### src/sv/direction_sector_quantizer_macros.svh
// Assertion macros shared by the direction sector quantizer RTL.
// Standalone header; no dependencies.
`ifndef DIRECTION_SECTOR_QUANTIZER_MACROS_SVH
`define DIRECTION_SECTOR_QUANTIZER_MACROS_SVH

`define DSQ_ASSERT_SAME(label, clk, rst_n, ante, cons, msg) \
	label: assert property (@(posedge clk) disable iff (!rst_n) (ante) |-> (cons)) \
		else $error(msg);

`define DSQ_ASSERT_NEXT(label, clk, rst_n, ante, cons, msg) \
	label: assert property (@(posedge clk) disable iff (!rst_n) (ante) |=> (cons)) \
		else $error(msg);

`endif

### src/sv/dsq_pkg.sv
// Types, widths and the CORDIC angle table for the direction sector quantizer.
// No dependencies.
package dsq_pkg;

	localparam int TURN_BITS = 24;
	localparam int OFS_W = 25;
	localparam int MAG_W = 24;
	localparam int PRESCALE = 6;
	localparam int XY_W = 35;
	localparam int Z_W = 26;
	localparam int TABLE_LEN = 24;
	localparam int IDX_W = 5;

	localparam logic [TURN_BITS-2:0] QUARTER_TURN = 23'h400000;
	localparam logic [TURN_BITS-1:0] HALF_TURN = 24'h800000;

	typedef logic signed [XY_W-1:0] xy_t;
	typedef logic signed [Z_W-1:0] z_t;

	typedef struct packed {
		logic valid;
		logic q_zero;
		logic p_zero;
		logic dx_neg;
		logic dy_pos;
	} ctl_t;

	function automatic z_t atan_turn(input logic [IDX_W-1:0] idx);
		z_t val;
		case (idx)
			5'd0: val = 26'sd2097152;
			5'd1: val = 26'sd1238021;
			5'd2: val = 26'sd654136;
			5'd3: val = 26'sd332050;
			5'd4: val = 26'sd166669;
			5'd5: val = 26'sd83416;
			5'd6: val = 26'sd41718;
			5'd7: val = 26'sd20860;
			5'd8: val = 26'sd10430;
			5'd9: val = 26'sd5215;
			5'd10: val = 26'sd2608;
			5'd11: val = 26'sd1304;
			5'd12: val = 26'sd652;
			5'd13: val = 26'sd326;
			5'd14: val = 26'sd163;
			5'd15: val = 26'sd81;
			5'd16: val = 26'sd41;
			5'd17: val = 26'sd20;
			5'd18: val = 26'sd10;
			5'd19: val = 26'sd5;
			5'd20: val = 26'sd3;
			5'd21: val = 26'sd1;
			5'd22: val = 26'sd1;
			default: val = 26'sd0;
		endcase
		return val;
	endfunction

endpackage

### src/sv/dsq_offset.sv
// Two pipeline stages: offsets from center to target, then magnitudes and sign flags.
// Depends on dsq_pkg.
module dsq_offset (
	input  logic                clk,
	input  logic                arst_n,
	input  logic                en,
	input  logic                request_valid,
	input  logic signed [15:0]  target_x,
	input  logic signed [15:0]  target_y,
	input  logic signed [23:0]  center_x,
	input  logic signed [23:0]  center_y,
	output dsq_pkg::ctl_t       ctl,
	output dsq_pkg::xy_t        x,
	output dsq_pkg::xy_t        y
);

	logic signed [dsq_pkg::OFS_W-1:0] dx_s1, dy_s1;
	logic                             valid_s1;
	logic signed [dsq_pkg::OFS_W-1:0] tx_ext, ty_ext, cx_ext, cy_ext;
	logic [dsq_pkg::MAG_W-1:0]        q_mag, p_mag;
	dsq_pkg::ctl_t                    ctl_s2;
	dsq_pkg::xy_t                     x_s2, y_s2;

	assign tx_ext = {target_x[15], target_x, 8'h00};
	assign ty_ext = {target_y[15], target_y, 8'h00};
	assign cx_ext = {center_x[23], center_x};
	assign cy_ext = {center_y[23], center_y};

	always_ff @(posedge clk or negedge arst_n) begin
		if (!arst_n) begin
			valid_s1 <= 1'b0;
		end else if (en) begin
			valid_s1 <= request_valid;
		end
	end

	always_ff @(posedge clk) begin
		if (en) begin
			dx_s1 <= tx_ext - cx_ext;
			dy_s1 <= ty_ext - cy_ext;
		end
	end

	always_comb begin
		q_mag = dx_s1[dsq_pkg::OFS_W-1] ? dsq_pkg::MAG_W'(-dx_s1)
			: dx_s1[dsq_pkg::MAG_W-1:0];
		p_mag = dy_s1[dsq_pkg::OFS_W-1] ? dsq_pkg::MAG_W'(-dy_s1)
			: dy_s1[dsq_pkg::MAG_W-1:0];
	end

	always_ff @(posedge clk or negedge arst_n) begin
		if (!arst_n) begin
			ctl_s2 <= '0;
		end else if (en) begin
			ctl_s2.valid <= valid_s1;
			ctl_s2.q_zero <= (dx_s1 == '0);
			ctl_s2.p_zero <= (dy_s1 == '0);
			ctl_s2.dx_neg <= dx_s1[dsq_pkg::OFS_W-1];
			ctl_s2.dy_pos <= !dy_s1[dsq_pkg::OFS_W-1] && (dy_s1 != '0);
		end
	end

	always_ff @(posedge clk) begin
		if (en) begin
			x_s2 <= dsq_pkg::xy_t'({q_mag, {dsq_pkg::PRESCALE{1'b0}}});
			y_s2 <= dsq_pkg::xy_t'({p_mag, {dsq_pkg::PRESCALE{1'b0}}});
		end
	end

	assign ctl = ctl_s2;
	assign x = x_s2;
	assign y = y_s2;

endmodule

### config.mk
export PLATFORM = sky130hd
export DESIGN_NAME = dsq_offset
export DESIGN_NICKNAME = d
export VERILOG_FILES = /design/src/sv/direction_sector_quantizer_macros.svh /design/src/sv/dsq_pkg.sv /design/src/sv/dsq_offset.sv
export SDC_FILE = /design/constraint.sdc
export NUM_CORES = 1
export LEC_CHECK = 0
export BUFFER_PORTS_ARGS = -buffer_cell sky130_fd_sc_hd__buf_2
export CORE_UTILIZATION = 40
export CTS_BUF_LIST = sky130_fd_sc_hd__clkbuf_16
export DETAILED_ROUTE_END_ITERATION = 10
export PLACE_DENSITY_LB_ADDON = 0.12
export SKIP_CTS_REPAIR_TIMING = 1
export SYNTH_ARGS = -nofsm -noshare
export SYNTH_HDL_FRONTEND = slang
export SYNTH_SLANG_ARGS = --single-unit
### constraint.sdc
create_clock -name clk -period 2.66 [get_ports clk]
set_clock_uncertainty 0.1 [all_clocks]
set_input_delay 0.133 -clock clk [delete_from_list [all_inputs] [get_ports clk]]
set_output_delay 0.133 -clock clk [all_outputs]
set_load 0.1 [all_outputs]
==> flow_summary.toml <==
[synthesis]
ys.flop_type = "edfxtp_1"
synth_area_leaders = "edfxtp_1 (47%), xnor2_1 (9.3%), ha_1 (7.1%), inv_1 (3.0%), buf_4 (2.7%)"
synth_compound_area_frac = 0.129
synth_simple_gate_area_frac = 0.113
syn-cell-area_mm2 = 0.00630
synthArstFlopShare = 0.0577
synth_edf_count = 98
synth_fa_ha_area_frac = 0.0715
ys_types = 61
synth_xor_area_frac = 0.120
synth_top_area_cell = "edfxtp_1"
synthMuxAreaShare = 0.00874
synth_top_family_by_area = "compound AO/OA/AOI/OAI gates"
synth_seq_cells = 104
syn_avg_cell_area_um2 = 11.2
postSynthCellCount = 562
yosysTopAreaCellShare = 0.467
synth_sequential_area_ratio = 0.491
yosysWarnings = 0

[power]
total_power_uw = 5820
combinationalPowerShare = 0.355
clockPowerShare = 0.250
p_switching_uw = 2260
powerDensity_mw_per_mm2 = 761
vdd_drop_max_mv = 0.298
sequentialPowerShare = 0.395
leakagePower_uw = 0.00322
p_sw_frac = 0.389
intPower_uw = 3560

[global_route]
track_usage = 0.154
antenna_found_initial = 0
grt_start_max_net_pins = 57
grt_pass1_vias = 4239
overflow = 0
grt_pass1_wl_um = 20000

[critical_path]
arrival_ns = 2.57
path_max_fanout = 4
setup.worst_path.class = "reg2reg"
required_ns = 2.65
startpoint_type = "flip-flop"
regToRegSetupSlack_ns = 0.08
reg2reg_depth = 6
end_kind = "flip-flop"

[cells_and_area]
areaGrowthSynthToFinish_pct = 21.4
n_antenna_cell = 0
nNetsFinal = 837
drive_above_1_share = 0.269

[drt]
vias = 4618
first_iter_violations = 221
post_drt_wl_per_cell_um = 13.2
drc = 0
firstDrtPassIters = 4
routed_via_density = 4.95
ant_nets = 0
drt-total-wl_um = 12300

[hold_path]
hp-class = "in2reg"
whs_path_depth = 2

[status]
outcome = "complete, no violations"

[timing]
setup_viol = 0
slew_viol_final = 0
hold_viol = 0
post-route-period-util = 0.970
tightest_slew_ns = 0.915
relSlewSlack = 0.390
fin_hold_ws_ns = 0.0192
grt_setup_unrepaired = "false"
period_needed_ns = 2.58
fmax_mhz = 388

[floorplan]
num_rows = 45
dieHeight_um = 128
start_util = 0.411
fp.dieW_um = 128
io_pins = 159
core_area_mm2 = 0.0153
floorplan.die_area_mm2 = 0.0163

[job]
cap_violations = 0

[cts]
htreeDepth = 3
cts_buffers = 9
clock_sinks = 104
clk_latency_ns = 0.34
clk_pin_slew_ns = 0.07
cts_tree = "done"
clk_path_buf_depth = 2
root_buffer = "clkbuf_16"

[placed_design]
dpl.hpwl_um = 9380
gp_congestion = 0.784
portBuffers = 136
-- cells in the final DEF, fill, tap and decap left out, types with 7 or more instances in the layout --
master     netlist  final
nor3_1          13     13
o21ai_0         18     18
edfxtp_1        98     98
nand2_1         32     32
conb_1           1     22
o41ai_1          8      7
buf_4           23     19
xnor2_1         67     67
ha_1            36     36
a21o_1          11     11
nor2_1          17     17
inv_1           51     52
clkbuf_16        0      9
buf_2            0    135
xor2_1          19     19
a21oi_1         29     29
o31ai_1         17     16
-- cell families after synthesis --
| kind of cell | Yosys count |
|---|---|
| AOI/OAI and AO/OA | 116 |
| xor gates and xnor gates | 86 |
| adders and majority gates | 36 |
| buffers and inverters | 86 |
| DFF | 104 |
| muxes | 5 |
| other | 1 |
| and+or+nand+nor | 128 |
-- per-layer routing --
metal / share of wire / wire (um) / GRT usage / vias up
li1: - / - / - / 2317
met3: 0.043 / 523 / 0.0264 / 13
met1: 0.48 / 5950 / 0.207 / 2163
met2: 0.46 / 5670 / 0.253 / 125
met5: 0 / 0 / 0 / -
met4: 0.011 / 141 / 0.0525 / 0
-- sequential cells by signal, indices dropped and copies added (netlist names) --
name,cells
dx_s1,25
dy_s1,25
x,24
y,24
ctl,5
valid_s1,1
-- critical path, stage by stage (launching register included) --
cell and delay (ns):
edfxtp_1 0.41, or3_4 0.41, or4_4 0.43, or3_4 0.40
or2_4 0.27, o41ai_4 0.21, xnor2_1 0.10
-- area by class of cell --
type	instances	area (um^2)
Sequential cell	104	3090
Inverter	51	191
Multi-Input combinational cell	393	2910
Tap cell	211	264
Clock inverter	7	111
Fill cell	1456	7660
Timing Repair Buffer	158	858
Clock buffer	9	225
-- Yosys cell counts (all sizes together) (2+ instances only) --
library cell	count
o21bai	5
a311o	2
ha	36
a21o	11
buf	25
a221oi	2
nand3	6
or2	5
nor3b	3
a31o	3
inv	51
or3	10
nor4	8
xor2	19
nor2	17
nor3	13
nand4	4
mux2	4
nand3b	2
xnor2	67
edfxtp	98
or4	7
o41ai	9
a21oi	29
and3	5
a31oi	5
a221o	2
clkbuf	9
nor2b	5
nand2b	6
a211o	2
dfrtp	6
a311oi	4
nand2	32
o31ai	17
o21ai	18
-- through the flow --
stage | instance area, um^2 | utilization | setup TNS [ns] | cells | setup WS (ns)
2_1_floorplan | 6380 | - | 0 | 583 | 0.183
3_3_place_gp | 7200 | 0.470 | -0.169 | 909 | -0.169
6_report | 7650 | 0.500 | 0 | 933 | 0.0795
5_1_grt | 7650 | 0.500 | 0 | 933 | 0.00123
4_1_cts | 7540 | 0.492 | -0.145 | 925 | -0.145
3_5_place_dp | 7200 | 0.470 | -0.195 | 909 | -0.102
-- final timing paths --
kind / from / end
hold reg to reg: valid_s1 / ctl[4]
max in group asynchronous: arst_n / ctl[3]
min in group asynchronous: arst_n / ctl[4]
setup / recovery: dx_s1[10] / x[28]
hold / removal: center_y[5] / dy_s1[5]
setup reg to reg: dx_s1[10] / x[28]
-- power by group through the flow --
stage / Combinational [uW] / Clock [uW] / Sequential (uW)
2_1_floorplan: 790 / 0 / 3210
3_3_place_gp: 2040 / 0 / 2330
3_5_place_dp: 2050 / 0 / 2330
4_1_cts: 2050 / 1500 / 2300
5_1_grt: 2190 / 1550 / 2330
6_report: 2070 / 1460 / 2300
No activity file was read; power rests on OpenSTA's default activity.
