## src/sv/direction_sector_quantizer_macros.svh

```systemverilog
// Assertion macros shared by the direction sector quantizer RTL.
// Standalone header; no dependencies.
`ifndef DIRECTION_SECTOR_QUANTIZER_MACROS_SVH
`define DIRECTION_SECTOR_QUANTIZER_MACROS_SVH

`define DSQ_ASSERT_SAME(label, clk, rst_n, ante, cons, msg) \
	label: assert property (@(posedge clk) disable iff (!rst_n) (ante) |-> (cons)) \
		else $error(msg);

`define DSQ_ASSERT_NEXT(label, clk, rst_n, ante, cons, msg) \
	label: assert property (@(posedge clk) disable iff (!rst_n) (ante) |=> (cons)) \
		else $error(msg);

`endif

```

## src/sv/dsq_pkg.sv

```systemverilog
// Types, widths and the CORDIC angle table for the direction sector quantizer.
// No dependencies.
package dsq_pkg;

	localparam int TURN_BITS = 24;
	localparam int OFS_W = 25;
	localparam int MAG_W = 24;
	localparam int PRESCALE = 6;
	localparam int XY_W = 35;
	localparam int Z_W = 26;
	localparam int TABLE_LEN = 24;
	localparam int IDX_W = 5;

	localparam logic [TURN_BITS-2:0] QUARTER_TURN = 23'h400000;
	localparam logic [TURN_BITS-1:0] HALF_TURN = 24'h800000;

	typedef logic signed [XY_W-1:0] xy_t;
	typedef logic signed [Z_W-1:0] z_t;

	typedef struct packed {
		logic valid;
		logic q_zero;
		logic p_zero;
		logic dx_neg;
		logic dy_pos;
	} ctl_t;

	function automatic z_t atan_turn(input logic [IDX_W-1:0] idx);
		z_t val;
		case (idx)
			5'd0: val = 26'sd2097152;
			5'd1: val = 26'sd1238021;
			5'd2: val = 26'sd654136;
			5'd3: val = 26'sd332050;
			5'd4: val = 26'sd166669;
			5'd5: val = 26'sd83416;
			5'd6: val = 26'sd41718;
			5'd7: val = 26'sd20860;
			5'd8: val = 26'sd10430;
			5'd9: val = 26'sd5215;
			5'd10: val = 26'sd2608;
			5'd11: val = 26'sd1304;
			5'd12: val = 26'sd652;
			5'd13: val = 26'sd326;
			5'd14: val = 26'sd163;
			5'd15: val = 26'sd81;
			5'd16: val = 26'sd41;
			5'd17: val = 26'sd20;
			5'd18: val = 26'sd10;
			5'd19: val = 26'sd5;
			5'd20: val = 26'sd3;
			5'd21: val = 26'sd1;
			5'd22: val = 26'sd1;
			default: val = 26'sd0;
		endcase
		return val;
	endfunction

endpackage

```

## src/sv/dsq_cordic_stage.sv

```systemverilog
// One registered vectoring iteration of the CORDIC that finds the first-quadrant angle.
// Depends on dsq_pkg.
module dsq_cordic_stage #(
	parameter int STEP = 0
) (
	input  logic          clk,
	input  logic          arst_n,
	input  logic          en,
	input  dsq_pkg::ctl_t ctl_in,
	input  dsq_pkg::xy_t  x_in,
	input  dsq_pkg::xy_t  y_in,
	input  dsq_pkg::z_t   z_in,
	output dsq_pkg::ctl_t ctl_out,
	output dsq_pkg::xy_t  x_out,
	output dsq_pkg::xy_t  y_out,
	output dsq_pkg::z_t   z_out
);

	localparam logic [dsq_pkg::IDX_W-1:0] IDX = dsq_pkg::IDX_W'(STEP);

	dsq_pkg::ctl_t ctl_s1;
	dsq_pkg::xy_t  x_s1, y_s1, xs, ys;
	dsq_pkg::z_t   z_s1, step_angle;
	logic          y_pos;

	assign xs = x_in >>> STEP;
	assign ys = y_in >>> STEP;
	assign step_angle = dsq_pkg::atan_turn(IDX);
	assign y_pos = !y_in[dsq_pkg::XY_W-1] && (y_in != '0);

	always_ff @(posedge clk or negedge arst_n) begin
		if (!arst_n) begin
			ctl_s1 <= '0;
		end else if (en) begin
			ctl_s1 <= ctl_in;
		end
	end

	always_ff @(posedge clk) begin
		if (en) begin
			if (y_pos) begin
				x_s1 <= x_in + ys;
				y_s1 <= y_in - xs;
				z_s1 <= z_in + step_angle;
			end else begin
				x_s1 <= x_in - ys;
				y_s1 <= y_in + xs;
				z_s1 <= z_in - step_angle;
			end
		end
	end

	assign ctl_out = ctl_s1;
	assign x_out = x_s1;
	assign y_out = y_s1;
	assign z_out = z_s1;

endmodule

```

## config.mk

```make
export PLATFORM = sky130hd
export DESIGN_NAME = dsq_cordic_stage
export DESIGN_NICKNAME = d
export VERILOG_FILES = /design/src/sv/direction_sector_quantizer_macros.svh /design/src/sv/dsq_pkg.sv /design/src/sv/dsq_cordic_stage.sv
export SDC_FILE = /design/constraint.sdc
export NUM_CORES = 1
export LEC_CHECK = 0
export BUFFER_PORTS_ARGS = -buffer_cell sky130_fd_sc_hd__buf_2
export CAP_MARGIN = 20
export CORE_ASPECT_RATIO = 1.75
export CORE_UTILIZATION = 45
export CTS_CLUSTER_DIAMETER = 30
export DETAILED_ROUTE_END_ITERATION = 6
export HOLD_SLACK_MARGIN = 0.06
export PLACE_DENSITY = 0.68
export SYNTH_ARGS = -nofsm -noshare
export SYNTH_HDL_FRONTEND = slang
export SYNTH_SLANG_ARGS = --single-unit
```

## constraint.sdc

```tcl
create_clock -name clk -period 1 [get_ports clk]
set_input_delay 0 -clock clk [delete_from_list [all_inputs] [get_ports clk]]
set_output_delay 0 -clock clk [all_outputs]
set_load 0.01 [all_outputs]
```

==> impl_results.md, run 1 <==
- Outcome: finished with violations
- Violated checks: design-rule violations, negative setup slack
- Placed instance count: 1879
- M3 GR Usage: 0.06924
- CTS tree: yes
- Share of cells above drive strength 1: 0.5954
- Startpoint types: input port
- Post-Route Skew: 0 ps
- Leak pwr: 8.104 nW
- Num ports: 205
- Hold EP: z_out[24]
- Area delta synth->final: 91.54%
- Die boundary height: 193.4 µm
- Post-DR vias/cell: 6.276
- Worst Hold Launch: z_in[21]
- Total CTS buffers: 9
- RD Place Congestion: 1.017
- Total routed wirelength: 52910 µm
- CP max FO: 5
- Post-route ant nets: 0
- Clock Latency Late Sink: 380 ps
- Net count, final: 1980
- Critical R2R Launch: ctl_out[0]
- Detailed-route wire length per cell: 26.19 µm
- Initial DRC Count: 1272
- Clk sinks: 100
- Synth Area per Inst: 8.772 µm²
- Hold WC Path Type: input port to flop
- Unique masters post-synth: 80
- RSZ-0062 raised after global routing: yes
- Initial antenna violation count: 0
- Vias in the first global route: 12570
- DR pass1 iterations: 7
- Global route hottest layer: met2
- Top cells by area, synth: edfxtp_1, ha_1, a21oi_1
- DIE WIDTH: 111.4 µm
- YS warnings: 0
- Seq cells post-synth: 100
- Type of the worst setup path: input port to flop
- Ys flop type: edfxtp_1
- Worst r2r path cells: 1
- Post-synth EDFFs: 95
- Reg-to-reg slack, setup: 150 ps
- Slew Viols, Final: 0
- # setup viols final: 79
- Met1 usage: 0.3813
- Worst slew pin tran: 679.4 ps
- H-Tree Depth: 3
- Tcrit/Tclk final: 2.457
- Post-place setup slack: -1803 ps
- Post-synth top area cell: edfxtp_1
- Mapped Cells: 1074
- Reg2reg end: ctl_out[0]
- Ys async rst share: 0.05000
- Starting Density: 0.4624
- VDD IR max: 0.8322 mV
- Largest net degree at the start of global routing: 49
- Worst EP arrival: 2610 ps
- Site Rows: 69
- Clk slew on worst S/H paths: 80 ps
- Antenna fix cells: 0
- Port Buf Inserts: 204
- Worst slew margin: 0.5437
- Synthesized net count: 1287
- Detailed-route via count: 12680
- First-pass GRT wire length: 68160 µm
- Worst EP required: 1150 ps
- Total power draw: 0.02060 W
- Final hold viol count: 0
- Pwr dens: 1142 nW/µm²
- # fillers: 936
- Clock buffer depth: 2
- Root buffer cell: clkbuf_16
- Met2 Use GR: 0.7678
- Max Cap Viol: 0
- Final Util: 0.8857
- CP Capture Type: flop
- Share of the synthesized area in the top cell type: 0.3028
- Dpl hpwl: 32320 µm
- Max Freq: 406.9 MHz
- Grt ovf: 0
- Setup ws final: -1457 ps
- Tmin final: 2457 ps
- Gr usage total: 0.4174
- Area of the die: 21540 µm²
- DR DRC count: 28
- Sequential area share after synthesis: 0.3161
- Layout Cells excl Fill: 2020
- Core ar.: 20370 µm²
- Worst Hold Depth: 4
- Syn Std Cell Area: 9422 µm²
==> metal layers <==
metal	vias up	part of all wire
met4	0	0.13
met2	943	0.49
met5	-	0
met3	501	0.080
met1	5962	0.30
li1	5271	-
==> Yosys cell counts (3+ instances only) <==
| library cell | instances |
|---|---|
| nand4_1 | 18 |
| edfxtp_1 | 95 |
| a31oi_1 | 11 |
| o21a_1 | 13 |
| buf_2 | 15 |
| and3_1 | 5 |
| a211oi_1 | 7 |
| o22ai_1 | 3 |
| nand2_1 | 44 |
| o211ai_1 | 13 |
| buf_1 | 3 |
| nor4_1 | 23 |
| mux2_2 | 5 |
| clkbuf_1 | 25 |
| o31ai_1 | 10 |
| nand3_1 | 14 |
| nor2_1 | 74 |
| mux2i_1 | 11 |
| dfrtp_1 | 5 |
| o21ai_1 | 7 |
| ha_1 | 105 |
| o2111ai_1 | 5 |
| inv_1 | 113 |
| buf_4 | 5 |
| o21bai_1 | 23 |
| xnor2_1 | 66 |
| o31a_1 | 3 |
| xor2_1 | 5 |
| a21oi_1 | 128 |
| o21ai_0 | 83 |
| nor3_1 | 22 |
| a31o_2 | 3 |
| nand2b_1 | 4 |
| fa_1 | 4 |
| a21o_1 | 28 |
| or2_2 | 5 |
| nor2b_1 | 13 |
| a221o_1 | 3 |
| or3_1 | 5 |
==> critical path, stage by stage <==
cell,delay (ps)
buf_2,100
inv_1,70
ha_4,300
nand4_1,130
buf_6,160
nor4_4,640
buf_4,240
o221a_4,210
nor3_4,50
o2bb2ai_4,160
nor3_4,210
o21ai_2,100
a2bb2oi_2,150
xnor2_1,70
==> logic make-up (layout without fill, tap and decap cells) <==
logic type / Yosys count / count (layout) / share of synthesized area
and+or+nand+nor: 240 / 240 / 0.1266
AOI/OAI and AO/OA: 372 / 372 / 0.2541
xor gates and xnor gates: 71 / 71 / 0.06600
DFF: 100 / 100 / 0.3161
adders and majority gates: 109 / 109 / 0.1479
buffers and inverters: 166 / 864 / 0.07171
muxes: 16 / 16 / 0.01766
==> where the power goes <==
| part | internal [W] | total [W] | switching [W] |
|---|---|---|---|
| Sequential | 0.00540 | 0.00567 | 0.000266 |
| Combinational | 0.00534 | 0.0112 | 0.00587 |
| Clock | 0.00193 | 0.00372 | 0.00179 |
| Total | 0.0127 | 0.0206 | 0.00793 |
==> timing repair <==
item                                   CTS  global route
resized for setup                      382           160
cloned                                   5             1
hold buffers                            31             0
endpoints found under the hold margin   33             0
pin swaps                              158           126
setup endpoints to repair               74           122
buffers inserted                        67            39
==> layout make-up <==
class | instances | area (µm²) | area share
clock buffer | 11 | 232.7 | 0.01290
clock inverter | 5 | 51.30 | 0.002843
inverter | 116 | 518.0 | 0.02870
multi-input combinational | 808 | 8009 | 0.4438
sequential | 100 | 2978 | 0.1650
tap | 248 | 310.3 | 0.01719
timing repair buffer | 732 | 5947 | 0.3295
==> worst max-delay path by stage <==
stage	slack, ps	from	end	depth (start not counted)
global placement	-1760	x_in[0]	x_out[32]	14
global route	-1480	x_in[20]	y_out[32]	13
CTS	-1110	y_in[8]	y_out[32]	12
detailed placement	-1800	x_in[9]	x_out[32]	13
floorplan	-1200	x_in[0]	x_out[32]	11
finish	-1460	x_in[20]	x_out[32]	14
==> metrics by stage <==
stage	TNS, ps	hold WS [ps]	instance area [µm²]
floorplan	-58410	-295.6	10220
global placement	-108650	-183.6	14250
detailed placement	-110270	-182.1	14250
CTS	-62530	90.42	17100
global route	-77220	112.4	18050
finish	-74050	113.4	18050
==> layout by cell type, fill, tap and decap left out, types with 10 or more instances in the layout <==
cell type / count
buf_12: 20
nand2_1: 29
o21ai_0: 24
edfxtp_1: 95
ha_4: 31
o21ai_2: 28
o21bai_1: 20
buf_4: 415
a21oi_1: 70
nor4_4: 11
nor3_1: 10
xnor2_1: 57
o21ai_4: 13
ha_1: 72
buf_8: 21
a21oi_4: 12
o211ai_1: 13
o21ai_1: 25
a21o_1: 28
nor2_1: 58
dlygate4sd3_1: 31
clkbuf_16: 10
inv_2: 11
nor2_2: 11
inv_1: 86
nand4_1: 18
o21a_1: 12
a21oi_2: 47
buf_2: 165
buf_6: 75
==> sequential cells by signal, summed over array words and instances (netlist names) <==
name,cells
y_out,35
x_out,34
ctl_out,5
z_out,26
No activity file was read; power rests on OpenSTA's default activity.
==> inputs of run 2 (changes only) <==
BUFFER_PORTS_ARGS = -buffer_cell sky130_fd_sc_hd__buf_4   (was -buffer_cell sky130_fd_sc_hd__buf_2)
==> impl_results.md, run 2 <==
- Outcome: aborted with a tool error
- Last stage: global routing
- Tool Error: [ERROR GRT-0232] Routing congestion too high. Check the congestion heatmap in the GUI.
- Sequential area share after synthesis: 0.3161
- Root buffer cell: clkbuf_16
- Clk sinks: 100
- Share of the synthesized area in the top cell type: 0.3028
- Site Rows: 69
- Ys flop type: edfxtp_1
- Mux share of post-synthesis cell area: 0.01766
- Most frequent cell after synthesis: a21oi_1
- Post-Synth Simple-Gate Area: 0.1266
- Post-Synth Adder-Cell Area: 0.1479
- RD Place Congestion: 1.007
- Seq cells post-synth: 100
- Syn Std Cell Area: 9422 µm²
- Num ports: 205
- Worst EP post-GRT repair: x_out[28]$_DFFE_PP_/D
- Gr usage total: 0.5680
- Post-synth EDFFs: 95
- Die boundary height: 193.4 µm
- Grt ovf: 9
- Port Buf Inserts: 204
- Largest net degree at the start of global routing: 46
- Total CTS buffers: 9
- Worst endpoint type: register data pin
- Mapped Cells: 1074
- Post-synth top area cell: edfxtp_1
- Ys async rst share: 0.05000
- YS warnings: 0
- Starting Density: 0.4624
- Top cells by area, synth: edfxtp_1, ha_1, a21oi_1
- DIE WIDTH: 111.4 µm
- Synthesized net count: 1287
- Clock buffer depth: 2
- Dpl hpwl: 32490 µm
- H-Tree Depth: 3
- Synth Area per Inst: 8.772 µm²
- Most common library cells after synthesis: a21oi_1, inv_1, ha_1, edfxtp_1, o21ai_0
- Post-place setup slack: -1799 ps
- Main combinational cell family by area after synthesis: compound AO/OA/AOI/OAI gates
- Unique masters post-synth: 80
- Synth Area in Compound Gates: 0.2541
- Synth Area in XOR/XNOR: 0.06600
-- run 2: per-stage QoR --
step                cell area, µm²  instances  TNS (ps)  hold WS (ps)
floorplan                    10220       1074    -58410        -295.6
global placement             14720       1872   -111360        -196.5
detailed placement           14720       1872   -112100        -196.1
CTS                          17550       1997    -63690         99.19
-- run 2: cell families after synthesis --
kind of cell / count (synthesis)
compound gates: 372
simple gates: 240
buf+inv: 166
fa+ha+maj: 109
flops: 100
xor+xnor: 71
mux: 16
-- run 2: timing repair --
action | CTS
gates cloned | 5
endpoints found under the hold margin | 34
buffers inserted | 76
setup endpoints to repair | 74
hold buffers | 32
pin swaps | 150
resized for setup | 353
-- run 2: metal layers --
layer  overflow  track usage
met5          0      0.02759
met4          5       0.5981
met3          0       0.2757
met2          3       0.8713
met1          1       0.5277
