File: config.mk
export PLATFORM = sky130hd
export DESIGN_NAME = dsq_sector
export DESIGN_NICKNAME = d
export VERILOG_FILES = /design/src/sv/direction_sector_quantizer_macros.svh /design/src/sv/dsq_pkg.sv /design/src/sv/dsq_sector.sv
export SDC_FILE = /design/constraint.sdc
export NUM_CORES = 1
export LEC_CHECK = 0
export BUFFER_PORTS_ARGS = -buffer_cell sky130_fd_sc_hd__buf_2
export CAP_MARGIN = 20
export CORE_MARGIN = 3
export CORE_UTILIZATION = 45
export DETAILED_ROUTE_END_ITERATION = 12
export GPL_ROUTABILITY_DRIVEN = 0
export PLACE_DENSITY = 0.81
export SLEW_MARGIN = 20
export SYNTH_ARGS = -nofsm -noshare
export SYNTH_HDL_FRONTEND = slang
export SYNTH_SLANG_ARGS = --single-unit
File: constraint.sdc
create_clock -name clk -period 1.9 [get_ports clk]
set_clock_uncertainty 0.1 [all_clocks]
set_input_delay 0.19 -clock clk [delete_from_list [all_inputs] [get_ports clk]]
set_output_delay 0.19 -clock clk [all_outputs]
set_load 0.02 [all_outputs]
File: src/sv/direction_sector_quantizer_macros.svh
// Assertion macros shared by the direction sector quantizer RTL.
// Standalone header; no dependencies.
`ifndef DIRECTION_SECTOR_QUANTIZER_MACROS_SVH
`define DIRECTION_SECTOR_QUANTIZER_MACROS_SVH

`define DSQ_ASSERT_SAME(label, clk, rst_n, ante, cons, msg) \
	label: assert property (@(posedge clk) disable iff (!rst_n) (ante) |-> (cons)) \
		else $error(msg);

`define DSQ_ASSERT_NEXT(label, clk, rst_n, ante, cons, msg) \
	label: assert property (@(posedge clk) disable iff (!rst_n) (ante) |=> (cons)) \
		else $error(msg);

`endif

File: src/sv/dsq_pkg.sv
// Types, widths and the CORDIC angle table for the direction sector quantizer.
// No dependencies.
package dsq_pkg;

	localparam int TURN_BITS = 24;
	localparam int OFS_W = 25;
	localparam int MAG_W = 24;
	localparam int PRESCALE = 6;
	localparam int XY_W = 35;
	localparam int Z_W = 26;
	localparam int TABLE_LEN = 24;
	localparam int IDX_W = 5;

	localparam logic [TURN_BITS-2:0] QUARTER_TURN = 23'h400000;
	localparam logic [TURN_BITS-1:0] HALF_TURN = 24'h800000;

	typedef logic signed [XY_W-1:0] xy_t;
	typedef logic signed [Z_W-1:0] z_t;

	typedef struct packed {
		logic valid;
		logic q_zero;
		logic p_zero;
		logic dx_neg;
		logic dy_pos;
	} ctl_t;

	function automatic z_t atan_turn(input logic [IDX_W-1:0] idx);
		z_t val;
		case (idx)
			5'd0: val = 26'sd2097152;
			5'd1: val = 26'sd1238021;
			5'd2: val = 26'sd654136;
			5'd3: val = 26'sd332050;
			5'd4: val = 26'sd166669;
			5'd5: val = 26'sd83416;
			5'd6: val = 26'sd41718;
			5'd7: val = 26'sd20860;
			5'd8: val = 26'sd10430;
			5'd9: val = 26'sd5215;
			5'd10: val = 26'sd2608;
			5'd11: val = 26'sd1304;
			5'd12: val = 26'sd652;
			5'd13: val = 26'sd326;
			5'd14: val = 26'sd163;
			5'd15: val = 26'sd81;
			5'd16: val = 26'sd41;
			5'd17: val = 26'sd20;
			5'd18: val = 26'sd10;
			5'd19: val = 26'sd5;
			5'd20: val = 26'sd3;
			5'd21: val = 26'sd1;
			5'd22: val = 26'sd1;
			default: val = 26'sd0;
		endcase
		return val;
	endfunction

endpackage

File: src/sv/dsq_sector.sv
// Two pipeline stages: clamp and quadrant resolution, then sector scaling into the result register.
// Depends on dsq_pkg.
module dsq_sector #(
	parameter int SECTORS = 32
) (
	input  logic          clk,
	input  logic          arst_n,
	input  logic          en,
	input  dsq_pkg::ctl_t ctl_in,
	input  dsq_pkg::z_t   z_in,
	output logic          result_valid,
	output logic [8:0]    sector_index
);

	localparam logic [8:0] SECTORS_C = 9'(SECTORS);
	localparam int PROD_W = dsq_pkg::TURN_BITS + 9;

	logic [dsq_pkg::TURN_BITS-2:0] a;
	logic [dsq_pkg::TURN_BITS-1:0] a_ext, angle;
	logic [dsq_pkg::TURN_BITS-1:0] angle_s1;
	logic                          valid_s1;
	logic [PROD_W-1:0]             prod;
	logic [8:0]                    sector_s2;
	logic                          valid_s2;

	always_comb begin
		if (ctl_in.q_zero) begin
			a = dsq_pkg::QUARTER_TURN;
		end else if (ctl_in.p_zero) begin
			a = '0;
		end else if (z_in[dsq_pkg::Z_W-1]) begin
			a = '0;
		end else if (z_in > dsq_pkg::z_t'(dsq_pkg::QUARTER_TURN)) begin
			a = dsq_pkg::QUARTER_TURN;
		end else begin
			a = z_in[dsq_pkg::TURN_BITS-2:0];
		end
		a_ext = {1'b0, a};
		case ({ctl_in.dy_pos, ctl_in.dx_neg})
			2'b00: angle = a_ext;
			2'b01: angle = dsq_pkg::HALF_TURN - a_ext;
			2'b10: angle = '0 - a_ext;
			2'b11: angle = dsq_pkg::HALF_TURN + a_ext;
			default: angle = a_ext;
		endcase
	end

	always_ff @(posedge clk or negedge arst_n) begin
		if (!arst_n) begin
			valid_s1 <= 1'b0;
			valid_s2 <= 1'b0;
		end else if (en) begin
			valid_s1 <= ctl_in.valid;
			valid_s2 <= valid_s1;
		end
	end

	assign prod = {9'd0, angle_s1} * {{dsq_pkg::TURN_BITS{1'b0}}, SECTORS_C};

	always_ff @(posedge clk) begin
		if (en) begin
			angle_s1 <= angle;
			sector_s2 <= prod[PROD_W-1:dsq_pkg::TURN_BITS] + 9'd1;
		end
	end

	assign result_valid = valid_s2;
	assign sector_index = sector_s2;

endmodule

==> flow_summary.ini, run 1 <==
[global_route]
grt_pass1_wl_um = 2840
antenna_found_initial = 0
grt_use_total = 0.169
overflow = 0
grt_max_degree = 14
grt_pass1_vias = 731

[floorplanning]
rows = 14
die_y_um = 48.1
core_sq_um = 1580
start_util = 0.505
die_w_um = 48.1
boundaryPins = 44
die_area_sq_um = 2310

[worst_setup_path]
max_stage_delay_ns = 0.52
crit_chain = buf_2 > or4_4 > buf_4 > nor4_1 > nand4_1 > a311oi_1
crit_arrival_ns = 1.70
path_delay_family = simple AND/OR/NAND/NOR gates
path_buf_inv = 2
rr_worst_depth = 3
timing_worst_setup_path_type = input port to register
start_kind = input port
reg2reg_from = angle_s1[19]$_DFFE_PP_
worstReg2RegEnd = sector_index[4]$_DFFE_PP_
cpMaxStageDelayCell = or4_4
crit_fanout = 3
r2r_slack_ns = 0.71
endpoint_kind = register
crit_required_ns = 1.88

[synthesis]
yosys-top-cells-area = edfxtp_1 (42%), dfrtp_1 (6.3%), ha_1 (4.7%), a211o_1 (3.3%), a311oi_1 (3.3%)
synth_most_common_cell = edfxtp_1
ys_warn_count = 0
syn-cell-area_sq_um = 796
synth_top_area_cell = edfxtp_1
synth_cell_types = 31
ys_ff_latch = 13
synthesis.instances = 73
synth_common_cells = edfxtp_1 (11), inv_1 (4), nand3_1 (4), nor4_1 (4), o21ai_0 (4)
synth_seq_area_share = 0.478
syn_area_per_cell_sq_um = 10.9
synth_edf_count = 11
synthArstFlopShare = 0.154
yosys_most_used_dff = edfxtp_1
synth_top_area_share = 0.415

[power_and_ir_drop]
combPwrFrac = 0.213
p_seq_frac = 0.541
switching_share = 0.251
p_switching_w = 0.000161
power_density_nw_per_um2 = 608
p_leak_nw = 0.451
clockPowerShare = 0.246
peakVddDrop_mv = 0.297
internal_power_w = 0.000481

[sta]
fmaxAchievable_ghz = 0.581
finalSetupViolations = 0
post-route-min-period_ns = 1.72
whs_ns = 0.0535
fin_setup_tns_ns = 0
final.period_utilization = 0.906
rsz0062_at_grt = no
drv_slew = 0
setup_slack_ns = 0.179
finalHoldViolCount = 0

[cts]
clock_path_buffers = 2
cts_resized = 0
cts.sinks = 13
cts_setup_buffers = 0
clockRootBuffer = clkbuf_4
cts_buffers = 3
clk_latency_ns = 0.26
clk_pin_slew_ns = 0.08
cts_tree = built
htree_levels = 1

[routing]
first_pass_iters = 4
wl_per_cell_um = 12.6
drt_drc_violations_left = 0
drt_wl_total_um = 1700
drt_iter0_markers = 18
antenna_left = 0
vias = 781
viasPerCell = 5.79

[final_layout]
nFillCells = 134
syn2layout_area_growth_pct = 32.7
nets = 157
final_cell_area_sq_um = 1060
fin_util = 0.670
drive_gt1_frac = 0.437
antenna_cells = 0

[placed_design]
placed_cell_area_sq_um = 1020
dpl.hpwl_um = 1460
port_buffers = 40
dpl_worst_slack_ns = -0.0903

[flow_run]
cap_violations = 0

[min_path]
holdPathEnd = valid_s1$_DFFE_PN0P_
min-delay-start = ctl_in[4]
hold_class = input port to register
hold_depth = 2

[status]
status = completed
[how the worst max path moves through the flow]
stage / slack (ns) / to / from / depth (start not counted)
finish: 0.18 / angle_s1[21]$_DFFE_PP_ / z_in[0] / 6
global route: 0.14 / angle_s1[19]$_DFFE_PP_ / z_in[0] / 5
CTS: 0.19 / angle_s1[21]$_DFFE_PP_ / z_in[0] / 6
detailed placement: -0.09 / angle_s1[21]$_DFFE_PP_ / z_in[0] / 6
global placement: -0.05 / angle_s1[21]$_DFFE_PP_ / z_in[0] / 6
floorplan: 0.06 / angle_s1[23]$_DFFE_PP_ / z_in[0] / 4
[flip-flops by register name, summed over array words and instances, names as in the netlist]
signal,cells
angle_s1,5
valid_s1,1
sector_index,6
result_valid,1
[routing by layer]
| metal | GRT usage | up-vias | routed length [um] |
|---|---|---|---|
| li1 | - | 378 | - |
| met1 | 0.188 | 362 | 620 |
| met3 | 0.0113 | 0 | 132 |
| met5 | 0 | - | 0 |
| met4 | 0.0645 | 0 | 0 |
| met2 | 0.327 | 41 | 943 |
[per-stage QoR]
stage	power, W	instances
2_1_floorplan	0.000426	75
3_3_place_gp	0.000482	130
3_5_place_dp	0.000489	130
4_1_cts	0.000647	135
5_1_grt	0.000682	135
6_report	0.000642	135
[placed cells by master, fill, tap and decap left out, types with 2 or more instances in the layout]
master and n:
inv_1 4, a311oi_1 3, dfrtp_1 2, or4_1 2
nand3_1 4, o21ai_0 4, clkbuf_4 3, xnor2_1 2
buf_2 40, nor4_1 4, a211o_1 3, nor3_1 3
nand2b_1 2, conb_1 3, mux2_2 2, nor2_1 3
ha_1 3, nand4_1 3, or4_4 2, edfxtp_1 11
buf_4 3
[repair_timing]
action                                 4_1_cts  5_1_grt
hold buffers                                 1        0
setup endpoints to repair                    0        0
endpoints found under the hold margin        2        0
[worst register-to-register path, cell delays in order, from the launching register on]
cell      delay, ns
edfxtp_1       0.42
ha_1           0.25
nand3_1        0.10
xnor2_1        0.07
[cells by family after synthesis]
logic type / synth area share
AO/OA/AOI/OAI: 0.138
flip-flops: 0.478
buffers and inverters: 0.0519
adder cells (fa/ha/maj): 0.0472
multiplexers: 0.0283
other: 0.00471
XOR/XNOR: 0.0330
AND/OR/NAND/NOR: 0.219
[cell type report]
| type | instances | area, sq um | share of cell area |
|---|---|---|---|
| well taps | 16 | 20.0 | 0.0190 |
| inverters | 4 | 15.0 | 0.0142 |
| clock buffers | 4 | 26.3 | 0.0249 |
| repair buffers | 44 | 233 | 0.220 |
| flip-flops and latches | 13 | 380 | 0.360 |
| multi-input cells | 54 | 382 | 0.361 |
[power by group through the flow]
stage | Sequential (W) | Clock, W | Combinational (W)
4_1_cts | 0.000348 | 0.000163 | 0.000137
3_3_place_gp | 0.000352 | 0 | 0.000130
6_report | 0.000347 | 0.000158 | 0.000137
5_1_grt | 0.000350 | 0.000178 | 0.000153
3_5_place_dp | 0.000354 | 0 | 0.000135
2_1_floorplan | 0.000370 | 0 | 0.0000561
(Power assumes the default switching activity.)
==> run 2, diff against run 1 <==
MAX_ROUTING_LAYER = met4   (was unset)
==> run 2 against run 1 <==
  * Die area stayed put
  * Worst setup slack hardly changed
  * Critical path type unchanged
  * Power hardly changed
  * Non-clock buffer count stayed put
  * Combinational power hardly changed
  * Clock power hardly changed
==> flow_summary.ini, run 2 (synthesized netlist as in run 1, its figures left out) <==
[status]
status = completed

[worst_setup_path]
timing_worst_setup_path_type = input port to register
crit_chain = buf_2 > or4_4 > buf_4 > nor4_1 > nand4_1 > a311oi_1
r2r_slack_ns = 0.71
endpoint_kind = register
worstSetupStartpoint = z_in[0]
rr_worst_depth = 3
max_stage_delay_ns = 0.52
crit_required_ns = 1.88
cpMaxStageDelayCell = or4_4
crit_fanout = 3
worstReg2RegEnd = sector_index[4]$_DFFE_PP_
reg2reg_from = angle_s1[19]$_DFFE_PP_
crit_arrival_ns = 1.70
crit_end = angle_s1[21]$_DFFE_PP_
start_kind = input port

[routing]
vias = 781
viasPerCell = 5.79
drt_iter0_markers = 18
drt_drc_violations_left = 0
antenna_left = 0
first_pass_iters = 4
drt_wl_total_um = 1700
wl_per_cell_um = 12.6

[cts]
clock_path_buffers = 2
clk_latency_ns = 0.26
clk_pin_slew_ns = 0.08
cts_buffers = 3
htree_levels = 1
cts_resized = 0
cts.sinks = 13
cts_tree = built
clockRootBuffer = clkbuf_4

[floorplanning]
die_area_sq_um = 2310
boundaryPins = 44
die_y_um = 48.1
core_sq_um = 1580
start_util = 0.505
rows = 14
die_w_um = 48.1

[global_route]
grt_pass1_vias = 731
grt.met3_usage = 0.0113
use_met2 = 0.327
busiest_layer = met2
overflow = 0
grt_max_degree = 14
use_met1 = 0.188
grt_pass1_wl_um = 2840
grt_use_total = 0.175
antenna_found_initial = 0

[power_and_ir_drop]
peakVddDrop_mv = 0.297
power_density_nw_per_um2 = 608
p_leak_nw = 0.451

[sta]
final.period_utilization = 0.906
finalHoldViolCount = 0
drv_slew = 0
finalSetupViolations = 0
setup_slack_ns = 0.179
post-route-min-period_ns = 1.72
fmaxAchievable_ghz = 0.581
rsz0062_at_grt = no

[final_layout]
nets = 157
final_cell_mix = buf_2 (40), edfxtp_1 (11)
drive_gt1_frac = 0.437
multi_input_area_sq_um = 382
seq_area_sq_um = 380
antenna_cells = 0
fin_cells = 135
largest_reg_flops = 6
nFillCells = 134
syn2layout_area_growth_pct = 32.7
layout_commonest_cell = buf_2

[placed_design]
port_buffers = 40
place_inst = 130
dpl_worst_slack_ns = -0.0903
dpl.hpwl_um = 1460

[min_path]
hold_class = input port to register

[flow_run]
cap_violations = 0
run 2: routing by layer:
layer,up-vias,wire length (um)
li1,378,-
met2,41,943
met5,-,0
met1,362,620
met3,0,132
met4,0,0
run 2: power by group:
part	leakage [nW]	internal, W	switching, W	total, W
registers	0.131	0.000337	0.0000105	0.000347
clock network	0.0150	0.0000809	0.0000770	0.000158
logic	0.305	0.0000630	0.0000738	0.000137
run 2: worst min path at each step:
stage / slack (ns) / start / to / depth (start not counted)
after floorplan: -0.21 / arst_n / result_valid$_DFFE_PN0P_ / 0
after global placement: -0.13 / arst_n / result_valid$_DFFE_PN0P_ / 1
after detailed placement: -0.12 / arst_n / result_valid$_DFFE_PN0P_ / 1
after CTS: 0.05 / ctl_in[4] / valid_s1$_DFFE_PN0P_ / 2
after global routing: 0.04 / ctl_in[4] / valid_s1$_DFFE_PN0P_ / 2
final: 0.05 / ctl_in[4] / valid_s1$_DFFE_PN0P_ / 2
run 2: through the flow:
step	hold slack (ns)	util	area [sq um]	total power (W)	setup TNS, ns
after floorplan	-0.206	-	803	0.000426	0
after global placement	-0.126	0.647	1020	0.000482	-0.151
after detailed placement	-0.120	0.647	1020	0.000489	-0.286
after CTS	0.0481	0.670	1060	0.000647	0
after global routing	0.0415	0.670	1060	0.000682	0
final	0.0535	0.670	1060	0.000642	0
run 2: layout make-up:
class                      count  area share
inverter                       4      0.0142
multi-input combinational     54       0.361
clock buffer                   4      0.0249
tap                           16      0.0190
sequential                    13       0.360
timing repair buffer          44       0.220
run 2: repair_timing:
action                                 in CTS  in global routing
setup buffers                               0                  0
setup endpoints to repair                   0                  0
endpoints found under the hold margin       2                  0
hold buffers                                1                  0
run 2: critical path: cells and delay by family:
kind                   cells  cell delay, ns
AOI/OAI and AO/OA          1            0.26
buffers and inverters      2            0.26
and+or+nand+nor            3            1.00
